`src/hw/rtl/rsl_pkg.sv`:
```
// shared types and constants for the release settle latch
`default_nettype none
package rsl_pkg;

  localparam int ROW_BITS = 64;
  localparam int CTL_W    = 8;
  localparam int TIME_W   = 32;
  localparam int CNT_OUT_W = 8;
  localparam logic [31:0] SETTLE_RESET = 32'd100;

  // register byte address decode
  localparam logic REG_SETTLE = 1'b0;

  typedef enum logic [1:0] {
    ACT_SET     = 2'd0,
    ACT_POLL    = 2'd1,
    ACT_FORCE   = 2'd2,
    ACT_RESTART = 2'd3
  } action_t;

  // bitmap update request from the latch logic to the bitmap store
  typedef struct packed {
    logic                we;
    logic                clr;
    logic [1:0]          row;
    logic [ROW_BITS-1:0] data;
  } bm_wr_t;

endpackage
`default_nettype wire

```
`src/hw/rtl/release_settle_latch_top.sv`:
```
// top level of the release settle latch: stream ports, config port, pipeline
//
// channel  dir  handshake          payload
// in_      in   tvalid/tready      tuser: action; tdata: control, pressed, now
// out_     out  tvalid/tready      tdata: ready_res, active_count
// cfg_     in   apb psel/penable   settle_interval at byte address 0
//
// one transaction per cycle while not stalled; result via stage 1 and output register
// the bitmap row is read from memory at acceptance and updated when stage 1 fires,
// a back-to-back update of the same row is forwarded from the last write
// reset gives an empty bitmap, a waiting latch and a settle interval of 100
// a stalled output holds one result in the output register and one in stage 1
`default_nettype none
module release_settle_latch_top
  import rsl_pkg::*;
#(
  parameter int CONTROLS = 128
) (
  input  wire logic        clk,
  input  wire logic        rst_n,
  input  wire logic        in_tvalid,
  output logic             in_tready,
  input  wire logic [1:0]  in_tuser,   // [1:0] action
  input  wire logic [47:0] in_tdata,   // [7:0] control, [8] pressed, [40:9] now, rest zero
  output logic             out_tvalid,
  input  wire logic        out_tready,
  output logic [15:0]      out_tdata,  // [0] ready_res, [8:1] active_count, rest zero
  input  wire logic        cfg_psel,
  input  wire logic        cfg_penable,
  input  wire logic        cfg_pwrite,
  input  wire logic [2:0]  cfg_paddr,
  input  wire logic [31:0] cfg_pwdata,
  output logic [31:0]      cfg_prdata,
  output logic             cfg_pready
);

  localparam int WORDS = (CONTROLS + ROW_BITS - 1) / ROW_BITS;

  // configuration register
  logic [31:0] settle_r;

  assign cfg_pready = 1'b1;
  assign cfg_prdata = (cfg_paddr[2] == REG_SETTLE) ? settle_r : 32'd0;

  always_ff @(posedge clk) begin
    if (!rst_n) begin
      settle_r <= SETTLE_RESET;
    end else if (cfg_psel && cfg_penable && cfg_pwrite && cfg_pready
                 && (cfg_paddr[2] == REG_SETTLE)) begin
      settle_r <= cfg_pwdata;
    end
  end

  // stage 1 holds the accepted transaction while its bitmap row is read
  logic              s1_vld_r;
  action_t           s1_act_r;
  logic [CTL_W-1:0]  s1_ctl_r;
  logic              s1_prs_r;
  logic [TIME_W-1:0] s1_now_r;
  logic              s1_fire;
  logic              in_fire;

  // output register
  logic              out_vld_r;
  logic [15:0]       out_data_r;

  bm_wr_t               bm_wr;
  logic [ROW_BITS-1:0]  row_data;
  logic                 step_ready;
  logic [CNT_OUT_W-1:0] step_count;

  assign s1_fire   = s1_vld_r && (!out_vld_r || out_tready);
  assign in_tready = !s1_vld_r || s1_fire;
  assign in_fire   = in_tvalid && in_tready;

  always_ff @(posedge clk) begin
    if (!rst_n) begin
      s1_vld_r <= 1'b0;
    end else if (in_tready) begin
      s1_vld_r <= in_tvalid;
    end
  end

  always_ff @(posedge clk) begin
    if (in_fire) begin
      s1_act_r <= action_t'(in_tuser);
      s1_ctl_r <= in_tdata[7:0];
      s1_prs_r <= in_tdata[8];
      s1_now_r <= in_tdata[40:9];
    end
  end

  rsl_bitmap #(
    .WORDS (WORDS)
  ) u_bitmap (
    .clk      (clk),
    .rst_n    (rst_n),
    .rd_en    (in_fire),
    .rd_row   (in_tdata[7:6]),
    .sel_row  (s1_ctl_r[7:6]),
    .wr       (bm_wr),
    .row_data (row_data)
  );

  rsl_latch #(
    .CONTROLS (CONTROLS)
  ) u_latch (
    .clk             (clk),
    .rst_n           (rst_n),
    .step_en         (s1_fire),
    .action          (s1_act_r),
    .control         (s1_ctl_r),
    .pressed         (s1_prs_r),
    .now             (s1_now_r),
    .settle_interval (settle_r),
    .row_data        (row_data),
    .wr              (bm_wr),
    .ready_res       (step_ready),
    .active_count    (step_count)
  );

  // result register, freed by the downstream taking the transaction
  always_ff @(posedge clk) begin
    if (!rst_n) begin
      out_vld_r <= 1'b0;
    end else if (s1_fire) begin
      out_vld_r <= 1'b1;
    end else if (out_tready) begin
      out_vld_r <= 1'b0;
    end
  end

  always_ff @(posedge clk) begin
    if (s1_fire) begin
      out_data_r <= {7'd0, step_count, step_ready};
    end
  end

  assign out_tvalid = out_vld_r;
  assign out_tdata  = out_data_r;

endmodule
`default_nettype wire

```
`src/hw/rtl/rsl_bitmap.sv`:
```
// control bitmap store: row memory, row valid flags and write forwarding
`default_nettype none
module rsl_bitmap
  import rsl_pkg::*;
#(
  parameter int WORDS = 2
) (
  input  wire logic                clk,
  input  wire logic                rst_n,
  input  wire logic                rd_en,
  input  wire logic [1:0]          rd_row,
  input  wire logic [1:0]          sel_row,
  input  wire bm_wr_t              wr,
  output logic      [ROW_BITS-1:0] row_data
);

  localparam int ROW_W = (WORDS > 1) ? $clog2(WORDS) : 1;

  logic [ROW_BITS-1:0] mem [0:WORDS-1];
  logic [ROW_BITS-1:0] rd_data_r;
  logic [WORDS-1:0]    row_vld_r;
  logic [WORDS-1:0]    row_vld_nxt;
  logic                fwd_vld_r;
  logic [ROW_W-1:0]    fwd_row_r;
  logic [ROW_BITS-1:0] fwd_data_r;
  logic [ROW_W-1:0]    sel_idx;
  logic [ROW_W-1:0]    wr_idx;
  logic [ROW_W-1:0]    rd_idx;

  assign sel_idx = sel_row[ROW_W-1:0];
  assign wr_idx  = wr.row[ROW_W-1:0];
  assign rd_idx  = rd_row[ROW_W-1:0];

  always_ff @(posedge clk) begin
    if (wr.we) begin
      mem[wr_idx] <= wr.data;
    end
    if (rd_en) begin
      rd_data_r <= mem[rd_idx];
    end
  end

  always_comb begin
    row_vld_nxt = row_vld_r;
    if (wr.clr) begin
      row_vld_nxt = '0;
    end else if (wr.we) begin
      row_vld_nxt[wr_idx] = 1'b1;
    end
  end

  // most recent write wins over the registered read of the same row
  always_ff @(posedge clk) begin
    if (!rst_n) begin
      row_vld_r <= '0;
      fwd_vld_r <= 1'b0;
    end else begin
      row_vld_r <= row_vld_nxt;
      if (wr.clr) begin
        fwd_vld_r <= 1'b0;
      end else if (wr.we) begin
        fwd_vld_r <= 1'b1;
      end
    end
  end

  always_ff @(posedge clk) begin
    if (wr.we) begin
      fwd_row_r  <= wr_idx;
      fwd_data_r <= wr.data;
    end
  end

  always_comb begin
    if (!row_vld_r[sel_idx]) begin
      row_data = '0;
    end else if (fwd_vld_r && (fwd_row_r == sel_idx)) begin
      row_data = fwd_data_r;
    end else begin
      row_data = rd_data_r;
    end
  end

endmodule
`default_nettype wire

```
`src/hw/rtl/rsl_latch.sv`:
```
// latch state: active count, neutral time and waiting flag, bitmap update
`default_nettype none
module rsl_latch
  import rsl_pkg::*;
#(
  parameter int CONTROLS = 128
) (
  input  wire logic                 clk,
  input  wire logic                 rst_n,
  input  wire logic                 step_en,
  input  wire action_t              action,
  input  wire logic [CTL_W-1:0]     control,
  input  wire logic                 pressed,
  input  wire logic [TIME_W-1:0]    now,
  input  wire logic [31:0]          settle_interval,
  input  wire logic [ROW_BITS-1:0]  row_data,
  output bm_wr_t                    wr,
  output logic                      ready_res,
  output logic [CNT_OUT_W-1:0]      active_count
);

  localparam int CNT_W = $clog2(CONTROLS + 1);
  localparam logic [CTL_W:0] CTL_LIMIT = (CTL_W + 1)'(CONTROLS);

  logic [CNT_W-1:0]  cnt_r, cnt_nxt;
  logic [TIME_W-1:0] ntime_r, ntime_nxt;
  logic              known_r, known_nxt;
  logic              waiting_r, waiting_nxt;
  logic              in_range;
  logic              cur_bit;
  logic [TIME_W-1:0] elapsed;
  logic [ROW_BITS-1:0] upd_row;
  logic [8:0]        cnt_wide;

  assign in_range = {1'b0, control} < CTL_LIMIT;
  assign cur_bit  = row_data[control[5:0]];
  assign elapsed  = now - ntime_r;

  always_comb begin
    cnt_nxt     = cnt_r;
    ntime_nxt   = ntime_r;
    known_nxt   = known_r;
    waiting_nxt = waiting_r;
    upd_row     = row_data;
    wr          = '0;
    wr.row      = control[7:6];
    wr.data     = row_data;
    case (action)
      ACT_SET: begin
        if (in_range && (pressed != cur_bit)) begin
          upd_row[control[5:0]] = pressed;
          wr.we   = step_en;
          wr.data = upd_row;
          if (pressed) begin
            cnt_nxt   = cnt_r + 1'b1;
            known_nxt = 1'b0;
          end else begin
            if (cnt_r != '0) begin
              cnt_nxt = cnt_r - 1'b1;
            end
            if (cnt_nxt == '0) begin
              ntime_nxt = now;
              known_nxt = 1'b1;
            end
          end
        end
      end
      ACT_POLL: begin
        if (waiting_r && (cnt_r == '0)) begin
          if (!known_r) begin
            ntime_nxt = now;
            known_nxt = 1'b1;
          end else if (elapsed >= settle_interval) begin
            waiting_nxt = 1'b0;
          end
        end
      end
      ACT_FORCE: begin
        wr.clr      = step_en;
        cnt_nxt     = '0;
        known_nxt   = 1'b1;
        waiting_nxt = 1'b0;
      end
      default: begin
        wr.clr      = step_en;
        cnt_nxt     = '0;
        ntime_nxt   = now;
        known_nxt   = 1'b1;
        waiting_nxt = 1'b1;
      end
    endcase
  end

  always_ff @(posedge clk) begin
    if (!rst_n) begin
      cnt_r     <= '0;
      ntime_r   <= '0;
      known_r   <= 1'b1;
      waiting_r <= 1'b1;
    end else if (step_en) begin
      cnt_r     <= cnt_nxt;
      ntime_r   <= ntime_nxt;
      known_r   <= known_nxt;
      waiting_r <= waiting_nxt;
    end
  end

  // result reflects the state after this step, count saturated to the field
  assign cnt_wide     = 9'(cnt_nxt);
  assign ready_res    = !waiting_nxt;
  assign active_count = cnt_wide[8] ? 8'hFF : cnt_wide[7:0];

`ifndef SYNTHESIS
  a_cnt_bound: assert property (@(posedge clk) disable iff (!rst_n)
    32'(cnt_r) <= CONTROLS)
    else $error("active count above control capacity");

  a_cnt_known: assert property (@(posedge clk) disable iff (!rst_n)
    (cnt_r != '0) |-> !known_r)
    else $error("neutral time marked known while controls active");

  a_force_open: assert property (@(posedge clk) disable iff (!rst_n)
    (step_en && (action == ACT_FORCE)) |=> (!waiting_r && (cnt_r == '0)))
    else $error("force ready left latch waiting or controls active");
`endif

endmodule
`default_nettype wire
```
`config.mk`:
```
export PLATFORM = sky130hd
export DESIGN_NAME = release_settle_latch_top
export DESIGN_NICKNAME = d
export VERILOG_FILES = /design/src/hw/rtl/rsl_pkg.sv /design/src/hw/rtl/release_settle_latch_top.sv /design/src/hw/rtl/rsl_bitmap.sv /design/src/hw/rtl/rsl_latch.sv
export SDC_FILE = /design/constraint.sdc
export NUM_CORES = 1
export LEC_CHECK = 0
export BUFFER_PORTS_ARGS = -buffer_cell sky130_fd_sc_hd__buf_2
export CORE_ASPECT_RATIO = 1.2
export CORE_MARGIN = 2
export CORE_UTILIZATION = 66
export CTS_CLUSTER_DIAMETER = 200
export DETAILED_ROUTE_END_ITERATION = 10
export GPL_ROUTABILITY_DRIVEN = 0
export PLACE_DENSITY = 0.9
export SYNTH_ARGS = -nofsm -noshare
export SYNTH_HDL_FRONTEND = slang
export SYNTH_HIERARCHICAL = 1
export SYNTH_SLANG_ARGS = --single-unit
```
`constraint.sdc`:
```
create_clock -name clk -period 21.9 [get_ports clk]
set_input_delay 3.285 -clock clk [delete_from_list [all_inputs] [get_ports clk]]
set_output_delay 3.285 -clock clk [all_outputs]
set_load 0.02 [all_outputs]
```
==> results of run 1 <==
-- registers in the layout, summed over array words and instances (netlist names) --
register and flops:
u_bitmap/fwd_vld_r 1, s1_vld_r 1, u_bitmap/fwd_row_r 1, s1_act_r 2
out_tdata 9, u_latch/waiting_r 1, out_tvalid 1, u_latch/ntime_r 32
u_bitmap/rd_data_r 64, u_bitmap/row_vld_r 2, settle_r 32, u_bitmap/fwd_data_r 64
s1_prs_r 1, s1_now_r 32, u_bitmap/mem 128, s1_ctl_r 8
u_latch/cnt_r 8, u_latch/known_r 1
-- tightest hold or removal path, delay by kind of cell, from the launching register on --
| kind | cells | cell delay [ns] |
|---|---|---|
| DFF | 1 | 0.33 |
| and+or+nand+nor | 1 | 0.06 |
| muxes | 1 | 0.05 |
-- power groups by stage --
stage / combinational, uW / clock (uW) / sequential, uW
after detailed placement: 142 / 0 / 835
after global placement: 136 / 0 / 834
final: 146 / 644 / 820
after floorplan: 107 / 0 / 831
after CTS: 144 / 650 / 819
after global routing: 159 / 677 / 821
-- cell type report --
| type | count | area (sq um) | area share |
|---|---|---|---|
| Antenna cell | 2 | 5.00 | 0.000230 |
| Clock buffer | 54 | 1090 | 0.0502 |
| Clock inverter | 18 | 135 | 0.00621 |
| Inverter | 82 | 308 | 0.0141 |
| Multi-Input combinational cell | 1176 | 8100 | 0.372 |
| Sequential cell | 388 | 10900 | 0.499 |
| Tap cell | 390 | 488 | 0.0224 |
| Timing Repair Buffer | 146 | 783 | 0.0360 |
-- layer usage --
| layer | wire length (microns) | global-route usage |
|---|---|---|
| met1 | 16700 | 0.342 |
| met2 | 23600 | 0.518 |
| met3 | 4410 | 0.0534 |
| met4 | 2570 | 0.161 |
| met5 | 13 | 0 |
-- layout by cell type (no fill, tap or decap), types with 5 or more instances in the layout --
cell type	count
edfxtp_1	309
nand2_1	206
buf_2	125
o21ai_0	107
nor2_1	92
inv_1	81
a21oi_1	80
mux2i_1	79
dfxtp_1	78
nand4_1	72
ha_1	66
o21ai_2	60
nor2b_1	44
clkbuf_16	41
mux2_2	38
o211ai_1	33
mux2_1	29
a31oi_1	23
buf_4	21
nand3_1	19
xnor2_1	19
a21o_1	18
nor3_1	13
xor2_1	13
nand2b_1	12
clkbuf_1	9
conb_1	8
clkinv_2	8
and2_1	8
a211oi_1	8
or3_1	8
nor4_1	7
and3_1	6
or2_2	6
clkinv_1	5
o21ai_1	5
mux4_1	5
a32oi_1	5
o21bai_1	5
-- how the worst max path moves through the flow --
stage                          end  slack (ns)  cells past startpoint
2_1_floorplan   u_bitmap/mem[0][0]       12.47                      5
3_3_place_gp        cfg_prdata[29]       14.51                      3
3_5_place_dp        cfg_prdata[29]       14.47                      3
4_1_cts        u_bitmap/mem[0][48]       14.39                     17
5_1_grt        u_bitmap/mem[0][30]       14.04                     17
6_report       u_bitmap/mem[0][30]       14.35                     17
-- per-stage QoR --
stage,setup slack (ns),total power [uW],hold slack (ns),instance area [sq um],utilization
floorplan,12.47,938,0.440,20000,-
global placement,14.51,970,0.453,20500,0.692
detailed placement,14.47,977,0.463,20500,0.692
CTS,14.39,1610,0.476,21800,0.733
global route,14.04,1660,0.499,21800,0.733
finish,14.35,1610,0.481,21800,0.733
==> results.yml, run 1 <==
floorplanning:
  die_y_microns: 194
  core_sq_um: 29700
  start_util: 0.671
  io_pins: 143
  die_area_sq_um: 31600
  die_x_microns: 163
  num_rows: 69
setup_path:
  cp-start-kind: "flip-flop"
  end_kind: "flip-flop"
  rr_endpoint: "u_bitmap/mem[0][30]"
  crit_arrival_ns: 7.71
  setup.worst_path.start: "s1_ctl_r[6]"
  ff2ff_setup_slack_ns: 14.35
  required_ns: 22.05
  cp_max_fo: 68
  criticalPathCategory: "flip-flop to flip-flop"
  worstPathCellList: "xnor2_2 -> buf_4 -> and2_4 -> buf_4 -> o21ai_2 -> mux4_1 -> mux2i_1 -> nor2_1 -> or4_4 -> a2111oi_4 -> buf_4 -> xnor2_2 -> nor2_1 -> and3_2 -> buf_4 -> nor2b_4 -> buf_4"
  worst_r2r_startpoint: "s1_ctl_r[6]"
  crit_slowest_cell: "buf_4"
  path_common_cell: "buf_4"
  cpPeakStageDelay_ns: 0.75
  path_buf_inv: 5
  cp_top_family: "buffers and inverters"
  r2r_cells: 17
routing:
  drc: 0
  num_vias: 14600
  ant_nets: 0
  first_iter_violations: 1633
  routed_wirelength_mm: 47.4
  dr.pass1.iters: 6
  routed_via_density: 6.48
  wl_per_cell_microns: 21.0
timing:
  fin_crit_sh: 0.345
  skew_ns: 0.0297
  tns_ns: 0
  rsz0062_at_grt: "no"
  setup_violations: 0
  slew_viol_final: 0
  tightest_slew_ns: 1.14
  finalHoldViolCount: 0
  period_needed_ns: 7.55
  fmax_mhz: 132
  max_slew_margin: 0.239
job:
  cap_violations: 0
clock_tree:
  cts_htree_levels: 2
  cts_root_buf: "clkbuf_16"
  ctsLongestPathBuffers: 3
  holdBufCountCts: 0
  post_cts_buffers: 0
  cts.repair.resized: 0
  clk_pin_slew_worst_paths_ns: 0.06
  insertion_delay_ns: 0.56
  cts_sinks: 388
  cts_tree: "yes"
  numCtsBuffers: 39
global_route:
  grt_max_degree: 91
  grt_overflow: 0
  antenna_found_initial: 1
  grt_pass1_wl_mm: 73.9
  grt_pass1_vias: 14600
  grtUsageTotal: 0.295
cells_and_area:
  stdcell_count: 2256
  drive_gt1_frac: 0.179
  nets: 1992
  area_growth_pct: 9.24
  nFillCells: 1881
yosys:
  synth.avg_cell_area_sq_um: 11.3
  syn-cell-area_sq_um: 19900
  synthCells: 1758
  yosysWarnings: 6
power_and_ir_drop:
  p_per_area_nw_per_um2: 73.9
  combPwrFrac: 0.091
  vdd_drop_max_uv: 82.7
  p_sw_frac: 0.237
  p_seq_frac: 0.509
  switching_power_uw: 381
  p_int_uw: 1230
  p_clk_frac: 0.400
  leakagePower_uw: 0.00806
worst_hold_path:
  min_to: "settle_r[10]"
  hold_depth: 2
  hp-start: "settle_r[10]"
  hold_path.class: "flip-flop to flip-flop"
placement:
  dp.cells: 2182
  hpwlAfterDp_mm: 29.3
  port_buffers: 125
outcome:
  status: "complete, no violations"
(Power assumes the default switching activity.)
==> inputs of run 2 (changes only) <==
Settings changed: CORE_UTILIZATION 66 to 55, PLACE_DENSITY 0.9 to 0.81.
Clock period 21.9 ns to 6.29 ns, I/O delays scaled along.
==> results.yml, run 2 (synthesis gave the netlist of run 1 again) <==
clock_tree:
  cts_htree_levels: 2
  post_cts_buffers: 0
  clk_pin_slew_worst_paths_ns: 0.06
  cts_sinks: 388
  holdBufCountCts: 0
  ctsLongestPathBuffers: 3
  cts_root_buf: "clkbuf_16"
  numCtsBuffers: 40
  cts.repair.resized: 0
  cts_tree: "yes"
  insertion_delay_ns: 0.55
power_and_ir_drop:
  switching_power_uw: 1350
  p_per_area_nw_per_um2: 264
  p_seq_frac: 0.489
  vdd_drop_max_uv: 314
  p_clk_frac: 0.425
  p_int_uw: 4490
  p_sw_frac: 0.231
  leakagePower_uw: 0.00815
  combPwrFrac: 0.087
cells_and_area:
  regMostFlops: "u_bitmap/mem"
  regArea_sq_um: 10900
  reg_top3: "u_bitmap/mem: 128 flops, u_bitmap/fwd_data_r: 64 flops, u_bitmap/rd_data_r: 64 flops"
  final_common_cell: "edfxtp_1"
  area_growth_pct: 10.8
  nets: 1997
  layout_common_cells: "edfxtp_1 (309), nand2_1 (206), buf_2 (125)"
  drive_gt1_frac: 0.184
  finalInstanceArea_sq_um: 22100
  largest_reg_flops: 128
  nFillCells: 2766
  multi_input_area_sq_um: 8100
setup_path:
  required_ns: 6.52
  ff2ff_setup_slack_ns: 0.71
  end_kind: "flip-flop"
  crit_arrival_ns: 5.82
  criticalPathCategory: "flip-flop to flip-flop"
  cp-start-kind: "flip-flop"
  r2r_cells: 14
  rr_endpoint: "u_bitmap/mem[0][51]"
  cp_max_fo: 86
  worst_r2r_startpoint: "s1_ctl_r[6]"
placement:
  placed_cell_area_sq_um: 20700
  hpwlAfterDp_mm: 29.6
  port_buffers: 125
timing:
  tightest_slew_ns: 1.14
  finalHoldViolCount: 0
  max_slew_margin: 0.237
  skew_ns: 0.0204
  period_needed_ns: 5.58
  setup_violations: 0
  tns_ns: 0
  fin_crit_sh: 0.888
  slew_viol_final: 0
  fmax_mhz: 179
  rsz0062_at_grt: "no"
worst_hold_path:
  hold_depth: 2
  min_to: "settle_r[10]"
  hold_path.class: "flip-flop to flip-flop"
  hp-start: "settle_r[10]"
floorplanning:
  die_y_microns: 213
  die_x_microns: 178
  io_pins: 143
  num_rows: 76
  core_sq_um: 35800
  start_util: 0.556
  die_area_sq_um: 37800
routing:
  dr.pass1.iters: 6
  first_iter_violations: 1328
  drc: 0
  routed_wirelength_mm: 47.7
  num_vias: 14600
  routed_via_density: 6.24
  ant_nets: 0
  wl_per_cell_microns: 20.4
global_route:
  grtUsageTotal: 0.253
  grt_max_degree: 87
  antenna_found_initial: 0
  grt_pass1_wl_mm: 75.0
  grt_pass1_vias: 14500
  grt_overflow: 0
outcome:
  status: "complete, no violations"
job:
  cap_violations: 0
-- run 2: changes by cell type in the layout (fill, tap and decap cells not counted), sizes merged --
cell / delta
diode: -1
clkinv: -1
inv: -1
buf: +4
bufinv: +5
clkbuf: -5
clkinvlp: +2
-- run 2: worst max path at each step --
stage	from	to	slack, ns
final	s1_ctl_r[6]	u_bitmap/mem[0][51]	0.71
after CTS	s1_ctl_r[6]	u_bitmap/fwd_data_r[30]	0.91
after detailed placement	s1_ctl_r[6]	u_bitmap/fwd_data_r[30]	0.97
after floorplan	s1_ctl_r[6]	u_bitmap/mem[1][0]	0.002
after global routing	s1_ctl_r[6]	u_bitmap/mem[0][43]	0.50
after global placement	s1_ctl_r[6]	u_bitmap/fwd_data_r[29]	1.03
-- run 2: critical path, stage by stage (launching register included) --
cell,delay [ns]
edfxtp_1,0.52
mux2_4,0.85
buf_4,0.44
buf_4,0.27
nand4_1,0.14
o21ai_2,0.15
mux4_2,0.25
nand2_1,0.06
a32oi_1,0.40
a2111oi_4,0.14
buf_4,0.22
nor4_1,0.64
nand2_1,0.56
o21ai_0,0.36
o211ai_1,0.19
-- run 2: final cells by class --
type	count	share of cell area
tap	468	0.0265
clock inverter	23	0.0126
multi-input combinational	1176	0.367
clock buffer	49	0.0494
inverter	82	0.0139
sequential	388	0.492
antenna	1	0.000113
timing repair buffer	150	0.0385
-- run 2: stage by stage --
stage	util	cells	power (uW)	hold slack [ns]	setup slack, ns
final	0.616	2337	5840	0.480	0.707
after global placement	0.578	2264	3380	0.452	1.03
after floorplan	-	1764	3260	0.440	0.00169
after global routing	0.616	2336	6040	0.501	0.502
after detailed placement	0.578	2264	3400	0.460	0.973
after CTS	0.616	2336	5880	0.481	0.912
-- run 2: power by group through the flow --
stage | Sequential, uW | Clock, uW | Combinational, uW
CTS | 2850 | 2530 | 499
global placement | 2900 | 0 | 480
finish | 2850 | 2480 | 506
global route | 2860 | 2630 | 554
floorplan | 2890 | 0 | 371
detailed placement | 2910 | 0 | 496
-- run 2: layer usage --
layer	share of wire	up-vias	GRT usage
met5	0	-	0
met4	0.049	0	0.122
met3	0.093	176	0.0415
met2	0.48	809	0.428
met1	0.38	6964	0.315
li1	-	6645	-
